File: config.mk
export PLATFORM = sky130hd
export DESIGN_NAME = thermal_task_migration_policy_flat
export DESIGN_NICKNAME = d
export VERILOG_FILES = /design/src/rtl/ttmp_pkg.sv /design/src/rtl/ttmp_if.sv /design/src/rtl/ttmp_front.sv /design/src/rtl/ttmp_fifo.sv /design/src/rtl/ttmp_back.sv /design/src/rtl/thermal_task_migration_policy.sv /design/src/flat_wrapper.sv
export SDC_FILE = /design/constraint.sdc
export NUM_CORES = 1
export LEC_CHECK = 0
export ABC_CLOCK_PERIOD_IN_PS = 10050
export BUFFER_PORTS_ARGS = -buffer_cell sky130_fd_sc_hd__buf_2
export CORE_UTILIZATION = 35
export DETAILED_ROUTE_END_ITERATION = 7
export GPL_TIMING_DRIVEN = 0
export PLACE_DENSITY = 0.57
export SLEW_MARGIN = 20
export SYNTH_ARGS = -nofsm -noshare
export SYNTH_HDL_FRONTEND = slang
export SYNTH_SLANG_ARGS = --single-unit
File: constraint.sdc
create_clock -name clk -period 10.05 [get_ports clk]
set_input_delay 0.5025 -clock clk [delete_from_list [all_inputs] [get_ports clk]]
set_output_delay 0.5025 -clock clk [all_outputs]
set_load 0.1 [all_outputs]
File: src/rtl/ttmp_pkg.sv
// shared types and constants of the thermal task migration policy block
// no dependencies; every other file imports this package
package ttmp_pkg;

  // field widths
  localparam int CMD_W  = 2;
  localparam int CPU_W  = 3;
  localparam int POS_W  = CPU_W - 1;
  localparam int TEMP_W = 18;
  localparam int CNT_W  = 8;
  localparam int CD_W   = 4;
  localparam int ADDR_W = 2;

  // item commands
  localparam logic [CMD_W-1:0] CMD_SAMPLE = 2'd0;
  localparam logic [CMD_W-1:0] CMD_PLACE  = 2'd1;
  localparam logic [CMD_W-1:0] CMD_END    = 2'd2;
  localparam logic [CMD_W-1:0] CMD_TICK   = 2'd3;

  // configuration register indexes
  localparam logic [ADDR_W-1:0] REG_THRESHOLD = 2'd0;
  localparam logic [ADDR_W-1:0] REG_MARGIN    = 2'd1;
  localparam logic [ADDR_W-1:0] REG_COOLDOWN  = 2'd2;

  // configuration reset values
  localparam logic [TEMP_W-1:0] THRESHOLD_RST = 18'd80000;
  localparam logic [TEMP_W-1:0] MARGIN_RST    = 18'd5000;
  localparam logic [CD_W-1:0]   COOLDOWN_RST  = 4'd10;

  // migrations per tick and count limit
  localparam int MAX_MOVES = 4;
  localparam int MOVES_W   = 3;
  localparam logic [CNT_W-1:0] CNT_MAX = 8'd255;

  // decoupling queue
  localparam int QUEUE_DEPTH = 2;
  localparam int PTR_W       = 1;

  typedef struct packed {
    logic [TEMP_W-1:0] threshold;
    logic [TEMP_W-1:0] margin;
    logic [CD_W-1:0]   cooldown;
  } cfg_t;

  // classified item passed from front to back
  typedef struct packed {
    logic [CMD_W-1:0]  cmd;
    logic              slot_ok;
    logic              cluster;
    logic [POS_W-1:0]  pos;
    logic [TEMP_W-1:0] temperature;
  } item_t;

  typedef struct packed {
    logic             migrated;
    logic [CPU_W-1:0] src_cpu;
    logic [CPU_W-1:0] to_cpu;
    logic             same_cluster;
    logic             last;
  } res_t;

endpackage

File: src/rtl/ttmp_if.sv
// channel interfaces: input items, result items, configuration writes
// depends on ttmp_pkg
interface ttmp_in_if import ttmp_pkg::*; ();
  logic              valid;
  logic              ready;
  logic [CMD_W-1:0]  cmd;
  logic [CPU_W-1:0]  cpu_number;
  logic [TEMP_W-1:0] temperature;

  modport source (output valid, cmd, cpu_number, temperature, input ready);
  modport sink (input valid, cmd, cpu_number, temperature, output ready);
endinterface

interface ttmp_out_if import ttmp_pkg::*; ();
  logic             valid;
  logic             ready;
  logic             migrated;
  logic [CPU_W-1:0] src_cpu;
  logic [CPU_W-1:0] to_cpu;
  logic             same_cluster;
  logic             last;

  modport source (output valid, migrated, src_cpu, to_cpu, same_cluster, last,
                  input ready);
  modport sink (input valid, migrated, src_cpu, to_cpu, same_cluster, last,
                output ready);
endinterface

interface ttmp_cfg_if import ttmp_pkg::*; ();
  logic              valid;
  logic              ready;
  logic [ADDR_W-1:0] addr;
  logic [TEMP_W-1:0] data;

  modport source (output valid, addr, data, input ready);
  modport sink (input valid, addr, data, output ready);
endinterface

File: src/rtl/ttmp_front.sv
// front end: takes input items and maps the cpu number to cluster and slot
// depends on ttmp_pkg and ttmp_in_if
module ttmp_front import ttmp_pkg::*; #(
  parameter int CORES_PER_CLUSTER = 4
) (
  ttmp_in_if.sink in_ch,
  input  logic    push_ready,
  output logic    push_valid,
  output item_t   push_item
);

  logic [POS_W-1:0] half;

  // odd cpus live in cluster 0, even cpus in cluster 1
  assign half = in_ch.cpu_number[CPU_W-1:1];

  always_comb begin
    push_item.cmd         = in_ch.cmd;
    push_item.slot_ok     = (32'(half) < CORES_PER_CLUSTER);
    push_item.cluster     = ~in_ch.cpu_number[0];
    push_item.pos         = half;
    push_item.temperature = in_ch.temperature;
  end

  // item handshake into the queue
  assign push_valid  = in_ch.valid;
  assign in_ch.ready = push_ready;

endmodule

File: src/rtl/ttmp_fifo.sv
// short queue of classified items between front and back
// depends on ttmp_pkg
module ttmp_fifo import ttmp_pkg::*; (
  input  logic  clk,
  input  logic  rst_n,
  input  logic  push_valid,
  output logic  push_ready,
  input  item_t push_item,
  output logic  pop_valid,
  input  logic  pop_en,
  output item_t pop_item
);

  item_t            entry_r [QUEUE_DEPTH];
  logic [PTR_W-1:0] wr_ptr_r, rd_ptr_r;
  logic [PTR_W:0]   count_r;
  logic             do_push, do_pop;

  assign push_ready = (count_r != (PTR_W+1)'(QUEUE_DEPTH));
  assign pop_valid  = (count_r != '0);
  assign pop_item   = entry_r[rd_ptr_r];
  assign do_push    = push_valid && push_ready;
  assign do_pop     = pop_en && pop_valid;

  // entry storage
  always_ff @(posedge clk) begin
    if (do_push) begin
      entry_r[wr_ptr_r] <= push_item;
    end
  end

  // pointers and fill count
  always_ff @(posedge clk) begin
    if (!rst_n) begin
      wr_ptr_r <= '0;
      rd_ptr_r <= '0;
      count_r  <= '0;
    end else begin
      if (do_push) begin
        wr_ptr_r <= wr_ptr_r + 1'b1;
      end
      if (do_pop) begin
        rd_ptr_r <= rd_ptr_r + 1'b1;
      end
      case ({do_push, do_pop})
        2'b10:   count_r <= count_r + 1'b1;
        2'b01:   count_r <= count_r - 1'b1;
        default: count_r <= count_r;
      endcase
    end
  end

endmodule

File: src/rtl/ttmp_back.sv
// back end: per-slot state, tick scan sequencer, target search, result register
// depends on ttmp_pkg and ttmp_out_if
module ttmp_back import ttmp_pkg::*; #(
  parameter int CORES_PER_CLUSTER = 4
) (
  input  logic  clk,
  input  logic  rst_n,
  input  cfg_t  cfg,
  input  logic  q_valid,
  input  item_t q_item,
  output logic  q_pop,
  ttmp_out_if.source out_ch
);

  localparam int SLOTS  = 2 * CORES_PER_CLUSTER;
  localparam int SLOT_W = $clog2(SLOTS);
  localparam logic [SLOT_W-1:0] CPC_S  = SLOT_W'(CORES_PER_CLUSTER);
  localparam logic [SLOT_W-1:0] LAST_S = SLOT_W'(SLOTS - 1);

  // sequencer states
  localparam logic [1:0] S_IDLE = 2'd0;
  localparam logic [1:0] S_SCAN = 2'd1;
  localparam logic [1:0] S_SRCH = 2'd2;
  localparam logic [1:0] S_DONE = 2'd3;

  logic [1:0]         state_r, state_nxt;
  logic [SLOT_W-1:0]  idx_r, idx_nxt;
  logic               side_r, side_nxt;
  logic [MOVES_W-1:0] moves_r, moves_nxt;
  logic [TEMP_W-1:0]  src_temp_r, src_temp_nxt;
  logic [TEMP_W-1:0]  temp_r [SLOTS];
  logic [TEMP_W-1:0]  temp_nxt [SLOTS];
  logic [CNT_W-1:0]   cnt_r [SLOTS];
  logic [CNT_W-1:0]   cnt_nxt [SLOTS];
  logic [CD_W-1:0]    cd_r [SLOTS];
  logic [CD_W-1:0]    cd_nxt [SLOTS];
  logic               out_valid_r, out_valid_nxt;
  res_t               out_res_r, out_res_nxt;

  logic                         out_free;
  logic                         emit;
  res_t                         emit_res;
  logic [SLOT_W-1:0]            item_slot;
  logic                         own_cl, srch_cl;
  logic                         is_src;
  logic [CORES_PER_CLUSTER-1:0] hit;
  logic                         hit_any;
  logic [SLOT_W-1:0]            hit_k;
  logic [SLOT_W-1:0]            tgt_slot;

  function automatic logic [CPU_W-1:0] slot_cpu(input logic [SLOT_W-1:0] s);
    logic              cl;
    logic [SLOT_W-1:0] pos;
    cl  = (s >= CPC_S);
    pos = cl ? s - CPC_S : s;
    return CPU_W'({pos, 1'b0}) | CPU_W'(!cl);
  endfunction

  assign out_free  = !out_valid_r || out_ch.ready;
  assign item_slot = q_item.cluster ? CPC_S + SLOT_W'(q_item.pos) : SLOT_W'(q_item.pos);

  // source test on the scanned slot
  assign own_cl  = (idx_r >= CPC_S);
  assign srch_cl = own_cl ^ side_r;
  assign is_src  = (cd_r[idx_r] == '0) && (cnt_r[idx_r] != '0) &&
                   (temp_r[idx_r] > cfg.threshold);

  // one cluster of candidate lanes per cycle, held while a found move waits for a free result register
  for (genvar k = 0; k < CORES_PER_CLUSTER; k++) begin : g_lane
    logic [CNT_W-1:0]  lane_cnt;
    logic [TEMP_W-1:0] lane_temp;
    assign lane_cnt  = srch_cl ? cnt_r[CORES_PER_CLUSTER + k] : cnt_r[k];
    assign lane_temp = srch_cl ? temp_r[CORES_PER_CLUSTER + k] : temp_r[k];
    assign hit[k]    = (lane_cnt == '0) &&
                       (({1'b0, lane_temp} + {1'b0, cfg.margin}) < {1'b0, src_temp_r});
  end

  // first hit wins
  always_comb begin
    hit_any = 1'b0;
    hit_k   = '0;
    for (int k = CORES_PER_CLUSTER - 1; k >= 0; k--) begin
      if (hit[k]) begin
        hit_any = 1'b1;
        hit_k   = SLOT_W'(k);
      end
    end
  end

  assign tgt_slot = srch_cl ? CPC_S + hit_k : hit_k;

  // sequencer and state updates
  always_comb begin
    state_nxt    = state_r;
    idx_nxt      = idx_r;
    side_nxt     = side_r;
    moves_nxt    = moves_r;
    src_temp_nxt = src_temp_r;
    temp_nxt     = temp_r;
    cnt_nxt      = cnt_r;
    cd_nxt       = cd_r;
    q_pop        = 1'b0;
    emit         = 1'b0;
    emit_res     = '0;
    unique case (state_r)
      S_IDLE: begin
        if (q_valid) begin
          if (q_item.cmd == CMD_TICK) begin
            q_pop = 1'b1;
            for (int s = 0; s < SLOTS; s++) begin
              if (cd_r[s] != '0) begin
                cd_nxt[s] = cd_r[s] - 1'b1;
              end
            end
            idx_nxt   = '0;
            moves_nxt = '0;
            state_nxt = S_SCAN;
          end else if (out_free) begin
            q_pop         = 1'b1;
            emit          = 1'b1;
            emit_res.last = 1'b1;
            if (q_item.slot_ok) begin
              case (q_item.cmd)
                CMD_SAMPLE: temp_nxt[item_slot] = q_item.temperature;
                CMD_PLACE: begin
                  if (cnt_r[item_slot] != CNT_MAX) begin
                    cnt_nxt[item_slot] = cnt_r[item_slot] + 1'b1;
                  end
                end
                CMD_END: begin
                  if (cnt_r[item_slot] != '0) begin
                    cnt_nxt[item_slot] = cnt_r[item_slot] - 1'b1;
                  end
                end
                default: ;
              endcase
            end
          end
        end
      end
      S_SCAN: begin
        if (is_src) begin
          src_temp_nxt = temp_r[idx_r];
          side_nxt     = 1'b0;
          state_nxt    = S_SRCH;
        end else if (idx_r == LAST_S) begin
          state_nxt = S_DONE;
        end else begin
          idx_nxt = idx_r + 1'b1;
        end
      end
      S_SRCH: begin
        if (hit_any) begin
          if (out_free) begin
            emit                  = 1'b1;
            emit_res.migrated     = 1'b1;
            emit_res.src_cpu      = slot_cpu(idx_r);
            emit_res.to_cpu       = slot_cpu(tgt_slot);
            emit_res.same_cluster = !side_r;
            // target was idle, so it now holds exactly one task
            cnt_nxt[idx_r]        = cnt_r[idx_r] - 1'b1;
            cnt_nxt[tgt_slot]     = CNT_W'(1);
            cd_nxt[idx_r]         = cfg.cooldown;
            cd_nxt[tgt_slot]      = cfg.cooldown;
            moves_nxt             = moves_r + 1'b1;
            if (moves_r == MOVES_W'(MAX_MOVES - 1) || idx_r == LAST_S) begin
              state_nxt = S_DONE;
            end else begin
              idx_nxt   = idx_r + 1'b1;
              state_nxt = S_SCAN;
            end
          end
        end else if (!side_r) begin
          side_nxt = 1'b1;
        end else if (idx_r == LAST_S) begin
          state_nxt = S_DONE;
        end else begin
          idx_nxt   = idx_r + 1'b1;
          state_nxt = S_SCAN;
        end
      end
      S_DONE: begin
        if (out_free) begin
          emit          = 1'b1;
          emit_res.last = 1'b1;
          state_nxt     = S_IDLE;
        end
      end
      default: state_nxt = S_IDLE;
    endcase
  end

  // result register
  always_comb begin
    out_valid_nxt = out_valid_r;
    out_res_nxt   = out_res_r;
    if (emit) begin
      out_valid_nxt = 1'b1;
      out_res_nxt   = emit_res;
    end else if (out_ch.ready) begin
      out_valid_nxt = 1'b0;
    end
  end

  always_ff @(posedge clk) begin
    if (!rst_n) begin
      state_r     <= S_IDLE;
      idx_r       <= '0;
      side_r      <= 1'b0;
      moves_r     <= '0;
      out_valid_r <= 1'b0;
      for (int s = 0; s < SLOTS; s++) begin
        temp_r[s] <= '0;
        cnt_r[s]  <= '0;
        cd_r[s]   <= '0;
      end
    end else begin
      state_r     <= state_nxt;
      idx_r       <= idx_nxt;
      side_r      <= side_nxt;
      moves_r     <= moves_nxt;
      out_valid_r <= out_valid_nxt;
      temp_r      <= temp_nxt;
      cnt_r       <= cnt_nxt;
      cd_r        <= cd_nxt;
    end
  end

  // payload registers
  always_ff @(posedge clk) begin
    src_temp_r <= src_temp_nxt;
    out_res_r  <= out_res_nxt;
  end

  assign out_ch.valid        = out_valid_r;
  assign out_ch.migrated     = out_res_r.migrated;
  assign out_ch.src_cpu      = out_res_r.src_cpu;
  assign out_ch.to_cpu       = out_res_r.to_cpu;
  assign out_ch.same_cluster = out_res_r.same_cluster;
  assign out_ch.last         = out_res_r.last;

  // checks
  a_moves_bound: assert property (@(posedge clk) disable iff (!rst_n)
    moves_r <= MOVES_W'(MAX_MOVES))
    else $error("more migrations than allowed in one tick");

  a_pop_valid: assert property (@(posedge clk) disable iff (!rst_n)
    q_pop |-> q_valid)
    else $error("queue popped while empty");

  a_mig_shown: assert property (@(posedge clk) disable iff (!rst_n)
    (state_r == S_SRCH && hit_any && out_free) |=> out_valid_r && out_res_r.migrated)
    else $error("migration not presented on the result register");

  a_last_idle: assert property (@(posedge clk) disable iff (!rst_n)
    (emit && emit_res.last) |=> state_r == S_IDLE)
    else $error("sequencer busy after the final result of an item");

endmodule

File: src/rtl/thermal_task_migration_policy.sv
// Channel  Dir  Handshake               Payload
// in_ch    in   valid/ready             cmd, cpu_number, temperature
// out_ch   out  valid/ready             migrated, src_cpu, to_cpu, same_cluster, last
// cfg_ch   in   valid/ready (ready = 1) addr, data
//
// a sample, place or end item is queued, then registered in the back end's result register
// a tick is run by the scan sequencer: each slot is scanned, a source slot searches its
// own cluster, then the other cluster; the end marker follows the last move or slot
// synchronous active-low reset clears all slot state and restores the configuration defaults
// a stalled result holds the back end when it must emit; the front fills a two-item queue
//
// top level: configuration registers, front end, queue and back end
// depends on ttmp_pkg, ttmp_if, ttmp_front, ttmp_fifo, ttmp_back
module thermal_task_migration_policy import ttmp_pkg::*; #(
  parameter int CORES_PER_CLUSTER = 4
) (
  input logic clk,
  input logic rst_n,
  ttmp_in_if.sink    in_ch,
  ttmp_out_if.source out_ch,
  ttmp_cfg_if.sink   cfg_ch
);

  cfg_t  cfg_r;
  logic  push_valid, push_ready;
  item_t push_item;
  logic  pop_valid, pop_en;
  item_t pop_item;

  // configuration registers
  assign cfg_ch.ready = 1'b1;

  always_ff @(posedge clk) begin
    if (!rst_n) begin
      cfg_r.threshold <= THRESHOLD_RST;
      cfg_r.margin    <= MARGIN_RST;
      cfg_r.cooldown  <= COOLDOWN_RST;
    end else if (cfg_ch.valid) begin
      unique case (cfg_ch.addr)
        REG_THRESHOLD: cfg_r.threshold <= cfg_ch.data;
        REG_MARGIN:    cfg_r.margin    <= cfg_ch.data;
        REG_COOLDOWN:  cfg_r.cooldown  <= cfg_ch.data[CD_W-1:0];
        default: ;
      endcase
    end
  end

  // item classification
  ttmp_front #(
    .CORES_PER_CLUSTER(CORES_PER_CLUSTER)
  ) u_front (
    .in_ch      (in_ch),
    .push_ready (push_ready),
    .push_valid (push_valid),
    .push_item  (push_item)
  );

  // decoupling queue
  ttmp_fifo u_fifo (
    .clk        (clk),
    .rst_n      (rst_n),
    .push_valid (push_valid),
    .push_ready (push_ready),
    .push_item  (push_item),
    .pop_valid  (pop_valid),
    .pop_en     (pop_en),
    .pop_item   (pop_item)
  );

  // slot state and migration scan
  ttmp_back #(
    .CORES_PER_CLUSTER(CORES_PER_CLUSTER)
  ) u_back (
    .clk     (clk),
    .rst_n   (rst_n),
    .cfg     (cfg_r),
    .q_valid (pop_valid),
    .q_item  (pop_item),
    .q_pop   (pop_en),
    .out_ch  (out_ch)
  );

endmodule

File: src/flat_wrapper.sv
// flat-port wrapper written by rule: the top's interface ports become plain ports
module thermal_task_migration_policy_flat import ttmp_pkg::*;
#(
  parameter int CORES_PER_CLUSTER = 4
)
  (clk, rst_n, in_ch_valid, in_ch_cmd, in_ch_cpu_number, in_ch_temperature, in_ch_ready, out_ch_valid, out_ch_migrated, out_ch_src_cpu, out_ch_to_cpu, out_ch_same_cluster, out_ch_last, out_ch_ready, cfg_ch_valid, cfg_ch_addr, cfg_ch_data, cfg_ch_ready);
  ttmp_in_if in_ch_i ();
  ttmp_out_if out_ch_i ();
  ttmp_cfg_if cfg_ch_i ();
  input logic clk;
  input logic rst_n;
  input wire logic [$bits(in_ch_i.valid)-1:0] in_ch_valid;
  input wire logic [$bits(in_ch_i.cmd)-1:0] in_ch_cmd;
  input wire logic [$bits(in_ch_i.cpu_number)-1:0] in_ch_cpu_number;
  input wire logic [$bits(in_ch_i.temperature)-1:0] in_ch_temperature;
  output wire logic [$bits(in_ch_i.ready)-1:0] in_ch_ready;
  output wire logic [$bits(out_ch_i.valid)-1:0] out_ch_valid;
  output wire logic [$bits(out_ch_i.migrated)-1:0] out_ch_migrated;
  output wire logic [$bits(out_ch_i.src_cpu)-1:0] out_ch_src_cpu;
  output wire logic [$bits(out_ch_i.to_cpu)-1:0] out_ch_to_cpu;
  output wire logic [$bits(out_ch_i.same_cluster)-1:0] out_ch_same_cluster;
  output wire logic [$bits(out_ch_i.last)-1:0] out_ch_last;
  input wire logic [$bits(out_ch_i.ready)-1:0] out_ch_ready;
  input wire logic [$bits(cfg_ch_i.valid)-1:0] cfg_ch_valid;
  input wire logic [$bits(cfg_ch_i.addr)-1:0] cfg_ch_addr;
  input wire logic [$bits(cfg_ch_i.data)-1:0] cfg_ch_data;
  output wire logic [$bits(cfg_ch_i.ready)-1:0] cfg_ch_ready;
  assign in_ch_i.valid = in_ch_valid;
  assign in_ch_i.cmd = in_ch_cmd;
  assign in_ch_i.cpu_number = in_ch_cpu_number;
  assign in_ch_i.temperature = in_ch_temperature;
  assign in_ch_ready = in_ch_i.ready;
  assign out_ch_valid = out_ch_i.valid;
  assign out_ch_migrated = out_ch_i.migrated;
  assign out_ch_src_cpu = out_ch_i.src_cpu;
  assign out_ch_to_cpu = out_ch_i.to_cpu;
  assign out_ch_same_cluster = out_ch_i.same_cluster;
  assign out_ch_last = out_ch_i.last;
  assign out_ch_i.ready = out_ch_ready;
  assign cfg_ch_i.valid = cfg_ch_valid;
  assign cfg_ch_i.addr = cfg_ch_addr;
  assign cfg_ch_i.data = cfg_ch_data;
  assign cfg_ch_ready = cfg_ch_i.ready;
  thermal_task_migration_policy #(.CORES_PER_CLUSTER(CORES_PER_CLUSTER)) u_core (.clk(clk), .rst_n(rst_n), .in_ch(in_ch_i), .out_ch(out_ch_i), .cfg_ch(cfg_ch_i));
endmodule
==> impl_results.html, run 1 <==
<table>
<tr><th>Metric</th><th>Value</th></tr>
<tr><th colspan="2">Run status</th></tr>
<tr><td>Result of the run</td><td>finished, final reports clean</td></tr>
<tr><th colspan="2">Power and ir drop</th></tr>
<tr><td>Share of power burned in combinational logic</td><td>0.424</td></tr>
<tr><td>Sw Pwr</td><td>around 2.7 mW</td></tr>
<tr><td>Pwr Density</td><td>232.0 mW/mm^2</td></tr>
<tr><td>Fraction of power spent switching nets</td><td>0.4383</td></tr>
<tr><td>VDD IR max</td><td>142.1 uV</td></tr>
<tr><td>Sequential share of power</td><td>0.311</td></tr>
<tr><td>Internal Power</td><td>~3.5 mW</td></tr>
<tr><td>Leakage power figure</td><td>around 10 nW</td></tr>
<tr><td>Relative contribution of the clock network to total power</td><td>0.265</td></tr>
<tr><th colspan="2">Floorplan</th></tr>
<tr><td>Number of core rows</td><td>95</td></tr>
<tr><td>Area enclosed by the die boundary</td><td>just under 0.07 mm^2</td></tr>
<tr><td>Effective utilization at floorplan</td><td>0.3550</td></tr>
<tr><td>Core area</td><td>a little under 0.07 mm^2</td></tr>
<tr><td>IO Pins</td><td>60</td></tr>
<tr><td>Die Wd</td><td>about 260 um</td></tr>
<tr><td>Die Height</td><td>263.7 um</td></tr>
<tr><th colspan="2">Synth</th></tr>
<tr><td>Mapped Avg Cell Area</td><td>between 8 and 9 um^2</td></tr>
<tr><td>Xor/xnor cell area share of the yosys netlist</td><td>0.03357</td></tr>
<tr><td>Mapped Area</td><td>between 0.02 and 0.025 mm^2</td></tr>
<tr><td>Number of instances in the synthesized netlist</td><td>between 2,000 and 3,000</td></tr>
<tr><td>Compound-cell area share of the yosys netlist</td><td>0.2534</td></tr>
<tr><td>Share of flip-flops with an asynchronous set or reset after synthesis</td><td>0</td></tr>
<tr><td>Flip-flop and latch count after synthesis</td><td>around 370</td></tr>
<tr><td>Portion of the post-synthesis area used by sequential elements</td><td>0.3379</td></tr>
<tr><td>Fraction of the mapped netlist area in simple logic gates</td><td>0.1976</td></tr>
<tr><td>Synthesized netlist net count</td><td>~3,100</td></tr>
<tr><td>Share of cell area taken by muxes after synthesis</td><td>0.03122</td></tr>
<tr><td>Synth Area in Adders</td><td>0.09939</td></tr>
<tr><td>Top FF cell, synth</td><td>dfxtp_1</td></tr>
<tr><td>Synth warn</td><td>0</td></tr>
<tr><td>EDFF count, synth</td><td>between 70 and 80</td></tr>
<tr><td>Combinational family with the most area after synthesis</td><td>compound AO/OA/AOI/OAI gates</td></tr>
<tr><td>Distinct cell type count of the synthesized netlist</td><td>approximately 100</td></tr>
<tr><th colspan="2">Drt</th></tr>
<tr><td>Routed length per instance</td><td>roughly 26 um</td></tr>
<tr><td>Initial detailed-routing violation count</td><td>2,823</td></tr>
<tr><td>Routed Wire Length</td><td>approximately 100 mm</td></tr>
<tr><td>Vias after detailed routing</td><td>23,630</td></tr>
<tr><td>Detailed-router iteration count before antenna repair</td><td>6</td></tr>
<tr><td>Highest signal layer in the routed design</td><td>met5</td></tr>
<tr><td>Final antenna-violating net count</td><td>0</td></tr>
<tr><td>DRC Markers</td><td>0</td></tr>
<tr><td>Routed length on met1</td><td>about 42 mm</td></tr>
<tr><td>DR WL met3</td><td>between 8 and 9 mm</td></tr>
<tr><td>Detailed route wirelength on metal2</td><td>about 43 mm</td></tr>
<tr><td>Average vias per placed instance</td><td>slightly above 6</td></tr>
<tr><th colspan="2">STA</th></tr>
<tr><td>Final number of hold-violating endpoints</td><td>0</td></tr>
<tr><td>Worst slew slack as a fraction of its limit</td><td>0.1971</td></tr>
<tr><td>Final count of negative-setup-slack endpoints</td><td>0</td></tr>
<tr><td>Actual slew at the worst max-slew pin</td><td>1.196 ns</td></tr>
<tr><td>Count of pins over their slew limit</td><td>0</td></tr>
<tr><td>Period utilization</td><td>0.9084</td></tr>
<tr><td>Total Neg Setup Slack</td><td>0 ns</td></tr>
<tr><td>FMAX</td><td>approximately 110 MHz</td></tr>
<tr><td>Final clock skew</td><td>0.02456 ns</td></tr>
<tr><td>Clock period minus worst slack</td><td>~9.1 ns</td></tr>
<tr><td>Unrepaired setup endpoints after global routing</td><td>no</td></tr>
<tr><td>Final hold slack</td><td>just over 0.1 ns</td></tr>
<tr><th colspan="2">Clock network</th></tr>
<tr><td>Worst-Skew Late Latency</td><td>~0.6 ns</td></tr>
<tr><td>PostCTS Resize Cnt</td><td>0</td></tr>
<tr><td>TritonCTS clock tree</td><td>yes</td></tr>
<tr><td>TritonCTS sink count</td><td>approximately 370</td></tr>
<tr><td>Clock Pin Slew Worst Setup and Hold Paths</td><td>~0.060 ns</td></tr>
<tr><td>Cell chosen for the clock root</td><td>clkbuf_16</td></tr>
<tr><td>Number of buffers created by CTS</td><td>44</td></tr>
<tr><td>Maximum count of clock buffers along a single path</td><td>3</td></tr>
<tr><td>Hold_buf cts</td><td>0</td></tr>
<tr><td>Post-CTS Setup Bufs</td><td>0</td></tr>
<tr><td># H-tree levels</td><td>2</td></tr>
<tr><th colspan="2">Critical path</th></tr>
<tr><td>Critical path's slowest cell</td><td>a31oi_1</td></tr>
<tr><td>Worst endpoint data arrival time</td><td>between 9 and 10 ns</td></tr>
<tr><td>Delay of the slowest cell on the worst path</td><td>between 0.9 and 1 ns</td></tr>
<tr><td>Data required time at the worst endpoint</td><td>between 10 and 15 ns</td></tr>
<tr><td>Largest fanout on the critical path</td><td>10</td></tr>
<tr><td>Startpoint type of the worst setup path</td><td>register</td></tr>
<tr><td>Origin of the critical flop-to-flop path</td><td>u_core.u_back.side_r$_SDFFE_PN0P_</td></tr>
<tr><td>Setup CP Type</td><td>reg -&gt; reg</td></tr>
<tr><td>Sort of element at the end of the critical path</td><td>register</td></tr>
<tr><td>Worst setup path startpoint</td><td>u_core.u_back.side_r$_SDFFE_PN0P_</td></tr>
<tr><th colspan="2">Layout</th></tr>
<tr><td>Layout fillers</td><td>approximately 7,000</td></tr>
<tr><td>Area growth, synth to finish</td><td>12.67%</td></tr>
<tr><td>Fraction of final layout cells sized beyond drive strength 1</td><td>0.08218</td></tr>
<tr><td>Final std cells w/o fill</td><td>just under 4,000</td></tr>
<tr><td>Post-layout nets</td><td>about 3,200</td></tr>
<tr><th colspan="2">Placed design</th></tr>
<tr><td>Final HPWL DP</td><td>around 75 mm</td></tr>
<tr><td>Final GP Congestion</td><td>~0.98</td></tr>
<tr><td>Placed cells</td><td>~3,800</td></tr>
<tr><td>Port Buf Inserts</td><td>57</td></tr>
<tr><th colspan="2">Flow run</th></tr>
<tr><td>Number of maximum-capacitance violations</td><td>0</td></tr>
<tr><th colspan="2">Global routing</th></tr>
<tr><td>First-pass GRT wire length</td><td>roughly 150 mm</td></tr>
<tr><td>Number of global-route vias before repair</td><td>approximately 22,000</td></tr>
<tr><td>Total global routing track utilization</td><td>0.2802</td></tr>
<tr><td>Number of antenna violations at the first check in global routing</td><td>3</td></tr>
<tr><td>Pin count of the biggest net entering global routing</td><td>24</td></tr>
<tr><td>Total congestion overflow</td><td>0</td></tr>
<tr><th colspan="2">Min path</th></tr>
<tr><td>Worst hold path startpoint</td><td>in_ch_temperature[5]</td></tr>
<tr><td>Class of the worst hold path</td><td>in -&gt; reg</td></tr>
</table>
-- power by group through the flow --
stage / combinational (mW) / sequential [mW] / clock, mW
final: 2.66 / 1.95 / 1.66
after global placement: 2.50 / 1.97 / 0
after detailed placement: 2.57 / 1.97 / 0
after floorplan: 1.61 / 2.00 / 0
after global routing: 2.82 / 1.96 / 1.73
after CTS: 2.58 / 1.94 / 1.67
-- cells by family (layout without fill, tap and decap cells) --
kind of cell / Yosys count / in the layout
AO/OA/AOI/OAI: 859 / 859
XOR/XNOR: 88 / 88
adder cells (fa/ha/maj): 188 / 188
buffers and inverters: 267 / 408
flip-flops: 368 / 368
multiplexers: 64 / 64
other: 1 / 2
AND/OR/NAND/NOR: 1066 / 1066
-- worst max-delay path: cells and delay by family (launching register included) --
family | cells | cell delay (ns)
AO/OA/AOI/OAI | 14 | 4.05
buffers and inverters | 6 | 1.99
adder cells (fa/ha/maj) | 3 | 0.94
AND/OR/NAND/NOR | 6 | 0.79
flip-flops | 1 | 0.62
XOR/XNOR | 2 | 0.56
-- cell usage after synthesis (16+ instances only) --
cell type | n | share of area
nor3_1 | 48 | 0.010
nand4_1 | 26 | 0.0068
o21ai_0 | 117 | 0.024
a221oi_1 | 17 | 0.0062
o211ai_1 | 26 | 0.0081
nor2b_1 | 18 | 0.0047
xor2_1 | 25 | 0.0091
inv_1 | 108 | 0.017
nor2_1 | 319 | 0.050
nand2_1 | 450 | 0.070
a21oi_1 | 156 | 0.033
clkbuf_1 | 126 | 0.020
ha_1 | 184 | 0.096
or3_1 | 16 | 0.0042
xnor2_1 | 60 | 0.022
a21o_1 | 43 | 0.013
a22oi_1 | 90 | 0.028
a211oi_1 | 211 | 0.066
mux2i_1 | 47 | 0.020
nor4_1 | 24 | 0.0063
dfxtp_1 | 295 | 0.25
nand2b_1 | 19 | 0.0050
edfxtp_1 | 73 | 0.091
nand3_1 | 66 | 0.014
-- placed cells by master, fill, tap and decap left out, types with 43 or more instances in the layout --
cell,count
ha_1,184
a21oi_1,155
buf_2,69
nor3_1,46
dfxtp_1,295
inv_1,108
a211oi_1,210
edfxtp_1,73
xnor2_1,52
a22oi_1,90
clkbuf_1,138
nand3_1,66
clkbuf_16,48
nand2_1,450
o21ai_0,117
a21o_1,43
nor2_1,318
-- routing by layer --
metal	vias up	track usage
li1	10860	-
met4	4	0.1457
met5	-	0
met1	11250	0.3684
met3	297	0.04847
met2	1222	0.4392
-- flip-flops by register name, summed over array words and instances, names as in the netlist, 2 cells and up, named ones only --
signal                        cells
u_core.u_back.moves_r             3
u_core.u_back.idx_r               3
u_core.u_back.out_ch.src_cpu      3
u_core.u_back.temp_r            144
u_core.u_back.src_temp_r         18
u_core.cfg_r                     40
u_core.u_back.cd_r               32
u_core.u_back.cnt_r              64
u_core.u_back.out_ch.to_cpu       3
u_core.u_back.state_r             2
u_core.u_fifo.count_r             2
u_core.u_fifo.entry_r            46
-- cell type report --
| class | count | area, um^2 | area share |
|---|---|---|---|
| Multi-Input combinational cell | 2266 | 14890 | 0.5512 |
| Clock inverter | 10 | 95.09 | 0.003521 |
| Timing Repair Buffer | 60 | 311.5 | 0.01154 |
| Buffer | 157 | 709.4 | 0.02627 |
| Antenna cell | 1 | 2.502 | 0.00009266 |
| Sequential cell | 368 | 8098 | 0.2999 |
| Inverter | 110 | 412.9 | 0.01529 |
| Clock buffer | 71 | 1398 | 0.05175 |
| Tap cell | 873 | 1092 | 0.04045 |
-- through the flow --
stage               power (mW)    util  cell area [um^2]  worst slack (ns)
detailed placement       4.533  0.3776             25490             1.295
CTS                      6.183  0.3997             26990             1.237
floorplan                3.611       -             23970             3.747
global placement         4.467  0.3754             25350            0.6808
global route             6.513  0.4000             27000            0.6740
finish                   6.267  0.4000             27010            0.9204
-- final timing paths --
path	cells past startpoint	to	slack [ns]
max	31	u_core.u_back.cd_r[22]$_SDFFE_PN0P_	0.92
min	1	u_core.u_fifo.entry_r[0][5]$_DFFE_PP_	0.10
max reg2reg	31	u_core.u_back.cd_r[22]$_SDFFE_PN0P_	0.92
min reg2reg	2	u_core.u_back.moves_r[1]$_SDFFE_PN0P_	0.46
Note: power is estimated with default switching activity, not from simulation.
==> run 2, diff against run 1 <==
Settings changed: ABC_AREA set to 1, CTS_CLUSTER_SIZE set to 40.
==> run 2 against run 1 <==
Compared with the run above: non-clock buffer count decreased by 6; clock skew is 0.039 ns higher; total power rose by 3.1%; global-route usage grew 0.27 points; first-iteration DRC count grew 3.6%; clock power about the same; via count increased by 11%; worst setup slack improved by 1.3 ns; critical path type unchanged; largest cell class unchanged; highest routed layer unchanged.
==> impl_results.html, run 2 <==
<table>
<tr><th>Metric</th><th>Value</th></tr>
<tr><th colspan="2">Clock network</th></tr>
<tr><td>Worst-Skew Late Latency</td><td>approximately 0.64 ns</td></tr>
<tr><td># H-tree levels</td><td>2</td></tr>
<tr><td>Clock Pin Slew Worst Setup and Hold Paths</td><td>~0.060 ns</td></tr>
<tr><td>Cell chosen for the clock root</td><td>clkbuf_16</td></tr>
<tr><td>TritonCTS clock tree</td><td>yes</td></tr>
<tr><td>Maximum count of clock buffers along a single path</td><td>3</td></tr>
<tr><td>Hold_buf cts</td><td>0</td></tr>
<tr><td>Post-CTS Setup Bufs</td><td>0</td></tr>
<tr><td>PostCTS Resize Cnt</td><td>0</td></tr>
<tr><td>Number of buffers created by CTS</td><td>44</td></tr>
<tr><td>TritonCTS sink count</td><td>368</td></tr>
<tr><th colspan="2">Floorplan</th></tr>
<tr><td>Effective utilization at floorplan</td><td>0.3554</td></tr>
<tr><td>Die Height</td><td>between 200 and 300 um</td></tr>
<tr><td>IO Pins</td><td>60</td></tr>
<tr><td>Area enclosed by the die boundary</td><td>0.07254 mm^2</td></tr>
<tr><td>Number of core rows</td><td>slightly below 100</td></tr>
<tr><td>Die Wd</td><td>269.3 um</td></tr>
<tr><td>Core area</td><td>between 0.07 and 0.08 mm^2</td></tr>
<tr><th colspan="2">Synth</th></tr>
<tr><td>Combinational family with the most area after synthesis</td><td>simple AND/OR/NAND/NOR gates</td></tr>
<tr><td>Synthesized netlist net count</td><td>between 3,000 and 4,000</td></tr>
<tr><td>Number of instances in the synthesized netlist</td><td>around 3,800</td></tr>
<tr><td>Fraction of the mapped netlist area in simple logic gates</td><td>0.2788</td></tr>
<tr><td>Flip-flop and latch count after synthesis</td><td>approximately 370</td></tr>
<tr><td>Area share of the largest cell type after synthesis</td><td>0.2361</td></tr>
<tr><td>Synth area leaders</td><td>dfxtp_1 (24%), nand2_1 (15%), ha_1 (9.2%)</td></tr>
<tr><td>Share of cell area taken by muxes after synthesis</td><td>0</td></tr>
<tr><td>Compound-cell area share of the yosys netlist</td><td>0.1839</td></tr>
<tr><td>Leading post-synthesis cells by instance count</td><td>nand2_1 (1,019), o21ai_0 (416), inv_1 (402)</td></tr>
<tr><td>Mapped Area</td><td>approximately 0.025 mm^2</td></tr>
<tr><td>EDFF count, synth</td><td>73</td></tr>
<tr><td>Xor/xnor cell area share of the yosys netlist</td><td>0.02941</td></tr>
<tr><td>Synth warn</td><td>0</td></tr>
<tr><td>Portion of the post-synthesis area used by sequential elements</td><td>0.3237</td></tr>
<tr><td>Top FF cell, synth</td><td>dfxtp_1</td></tr>
<tr><td>Distinct cell type count of the synthesized netlist</td><td>48</td></tr>
<tr><td>Synth Area in Adders</td><td>0.09523</td></tr>
<tr><td>Mapped Avg Cell Area</td><td>6.667 um^2</td></tr>
<tr><td>Most numerous cell in the Yosys netlist</td><td>nand2_1</td></tr>
<tr><td>Largest area contributor in the netlist</td><td>dfxtp_1</td></tr>
<tr><td>Share of flip-flops with an asynchronous set or reset after synthesis</td><td>0</td></tr>
<tr><th colspan="2">Placed design</th></tr>
<tr><td>Final GP Congestion</td><td>around 1.0</td></tr>
<tr><td>Port Buf Inserts</td><td>58</td></tr>
<tr><td>Final HPWL DP</td><td>~83 mm</td></tr>
<tr><td>Placed Instance Area</td><td>0.02652 mm^2</td></tr>
<tr><td>Placed cells</td><td>around 4,800</td></tr>
<tr><th colspan="2">Power and ir drop</th></tr>
<tr><td>VDD IR max</td><td>~130 uV</td></tr>
<tr><td>Overall power of the completed layout</td><td>about 6.5 mW</td></tr>
<tr><td>Pwr Density</td><td>230.7 mW/mm^2</td></tr>
<tr><td>Leakage power figure</td><td>around 13 nW</td></tr>
<tr><th colspan="2">STA</th></tr>
<tr><td>Actual slew at the worst max-slew pin</td><td>1.259 ns</td></tr>
<tr><td>Final hold slack</td><td>slightly below 0.06 ns</td></tr>
<tr><td>Period utilization</td><td>0.7747</td></tr>
<tr><td>FMAX</td><td>roughly 130 MHz</td></tr>
<tr><td>Clock period minus worst slack</td><td>7.786 ns</td></tr>
<tr><td>Count of pins over their slew limit</td><td>0</td></tr>
<tr><td>Final count of negative-setup-slack endpoints</td><td>0</td></tr>
<tr><td>Final clock skew</td><td>between 0.06 and 0.07 ns</td></tr>
<tr><td>Unrepaired setup endpoints after global routing</td><td>no</td></tr>
<tr><td>Total Neg Setup Slack</td><td>0 ns</td></tr>
<tr><td>Worst slew slack as a fraction of its limit</td><td>0.1581</td></tr>
<tr><td>Final number of hold-violating endpoints</td><td>0</td></tr>
<tr><th colspan="2">Layout</th></tr>
<tr><td>Fraction of final layout cells sized beyond drive strength 1</td><td>0.05526</td></tr>
<tr><td>Area growth, synth to finish</td><td>11.99%</td></tr>
<tr><td>Post-layout nets</td><td>around 4,000</td></tr>
<tr><td>Ant. Diodes</td><td>0</td></tr>
<tr><td>Most common cell after layout, fill and taps aside</td><td>nand2_1</td></tr>
<tr><td>Largest registers</td><td>u_core.u_back.temp_r: 144 flops, u_core.u_back.cnt_r: 64 flops, u_core.u_fifo.entry_r: 46 flops</td></tr>
<tr><td>Register with the most flip-flops</td><td>u_core.u_back.temp_r</td></tr>
<tr><td>Final std cells w/o fill</td><td>a little under 5,000</td></tr>
<tr><td>Largest register FFs</td><td>roughly 140</td></tr>
<tr><td>Post-Layout Inst Area</td><td>around 0.028 mm^2</td></tr>
<tr><td>Most frequent cells in the layout</td><td>nand2_1 (1,019), o21ai_0 (416), inv_1 (402)</td></tr>
<tr><th colspan="2">Run status</th></tr>
<tr><td>Result of the run</td><td>finished, final reports clean</td></tr>
<tr><th colspan="2">Flow run</th></tr>
<tr><td>Number of maximum-capacitance violations</td><td>0</td></tr>
<tr><th colspan="2">Critical path</th></tr>
<tr><td>Sort of element at the end of the critical path</td><td>register</td></tr>
<tr><td>Critical path's slowest cell</td><td>clkbuf_1</td></tr>
<tr><td>Cell with the most instances on the worst path</td><td>nand2_1</td></tr>
<tr><td>Delay of the slowest cell on the worst path</td><td>0.54 ns</td></tr>
<tr><td>Data required time at the worst endpoint</td><td>around 10 ns</td></tr>
<tr><td>Startpoint type of the worst setup path</td><td>register</td></tr>
<tr><td>Worst endpoint data arrival time</td><td>between 8 and 9 ns</td></tr>
<tr><td>Setup CP Type</td><td>reg -&gt; reg</td></tr>
<tr><td>Largest fanout on the critical path</td><td>10</td></tr>
<tr><td>Slack of the worst reg-to-reg path</td><td>2.26 ns</td></tr>
<tr><th colspan="2">Drt</th></tr>
<tr><td>Initial detailed-routing violation count</td><td>2,925</td></tr>
<tr><td>Final antenna-violating net count</td><td>0</td></tr>
<tr><td>Average vias per placed instance</td><td>approximately 5.4</td></tr>
<tr><td>Routed length per instance</td><td>around 22 um</td></tr>
<tr><td>Vias after detailed routing</td><td>26,300</td></tr>
<tr><td>DRC Markers</td><td>0</td></tr>
<tr><td>Routed Wire Length</td><td>~110 mm</td></tr>
<tr><td>Detailed-router iteration count before antenna repair</td><td>8</td></tr>
<tr><th colspan="2">Global routing</th></tr>
<tr><td>Pin count of the biggest net entering global routing</td><td>25</td></tr>
<tr><td>Number of global-route vias before repair</td><td>approximately 24,000</td></tr>
<tr><td>Total congestion overflow</td><td>0</td></tr>
<tr><td>First-pass GRT wire length</td><td>about 150 mm</td></tr>
<tr><td>Total global routing track utilization</td><td>0.2829</td></tr>
<tr><td>Number of antenna violations at the first check in global routing</td><td>6</td></tr>
<tr><th colspan="2">Min path</th></tr>
<tr><td>Class of the worst hold path</td><td>in -&gt; reg</td></tr>
</table>
## run 2: cell types whose count changed in the layout (fill, tap and decap cells not counted), sizes merged, moves of 67 or more
cell    change
a211oi    -221
a21oi      +81
a22oi      -70
inv       +299
nand2     +577
nand3      +67
nor2       +80
o21ai     +306
## run 2: layout make-up
class                   instances  area (um^2)
fillers                      7592        42380
clock inverters                21        246.5
repair buffers                 58        290.3
plain buffers                 153        670.6
clock buffers                  60         1242
multi-input cells            2818        14740
inverters                     413         1550
well taps                     940         1176
flip-flops and latches        368         8098
## run 2: worst paths after layout
path / cells after the start / endpoint / startpoint
setup / recovery: 40 / u_core.u_back.out_ch.to_cpu[0]$_SDFFCE_PN0P_ / u_core.u_back.idx_r[2]$_SDFFE_PN0P_
hold / removal: 1 / u_core.u_fifo.entry_r[0][14]$_DFFE_PP_ / in_ch_temperature[14]
setup reg to reg: 40 / u_core.u_back.out_ch.to_cpu[0]$_SDFFCE_PN0P_ / u_core.u_back.idx_r[2]$_SDFFE_PN0P_
hold reg to reg: 2 / u_core.cfg_r[31]$_SDFFE_PN0P_ / u_core.cfg_r[31]$_SDFFE_PN0P_
## run 2: critical path, delay by kind of cell, from the launching register on
| kind | cells | cell delay (ns) |
|---|---|---|
| compound gates | 2 | 0.54 |
| fa+ha+maj | 3 | 0.97 |
| buf+inv | 9 | 2.43 |
| simple gates | 25 | 2.89 |
| xor+xnor | 1 | 0.18 |
| flops | 1 | 0.35 |
## run 2: cells by family after synthesis
logic type | Yosys count
and+or+nand+nor | 1703
xor gates and xnor gates | 84
AOI/OAI and AO/OA | 842
other | 1
DFF | 368
adders and majority gates | 188
buffers and inverters | 566
## run 2: per-stage QoR
step           utilization  setup slack, ns
6_report            0.3980            2.264
5_1_grt             0.3980            1.626
4_1_cts             0.3979            2.266
3_5_place_dp        0.3767            2.329
3_3_place_gp        0.3762            2.394
2_1_floorplan            -            4.804
## run 2: routing by layer
metal	global-route usage	up-vias	share of wire	wire [um]
met5	0	-	0.00042	44
li1	-	12660	-	-
met4	0.1042	6	0.039	4087
met2	0.4163	1280	0.41	43150
met1	0.4062	12130	0.45	47270
met3	0.05388	231	0.10	10560
## run 2: power by group
part | internal (mW) | switching [mW]
Sequential | 1.70 | 0.111
Clock | 0.953 | 0.720
Combinational | 0.753 | 2.22
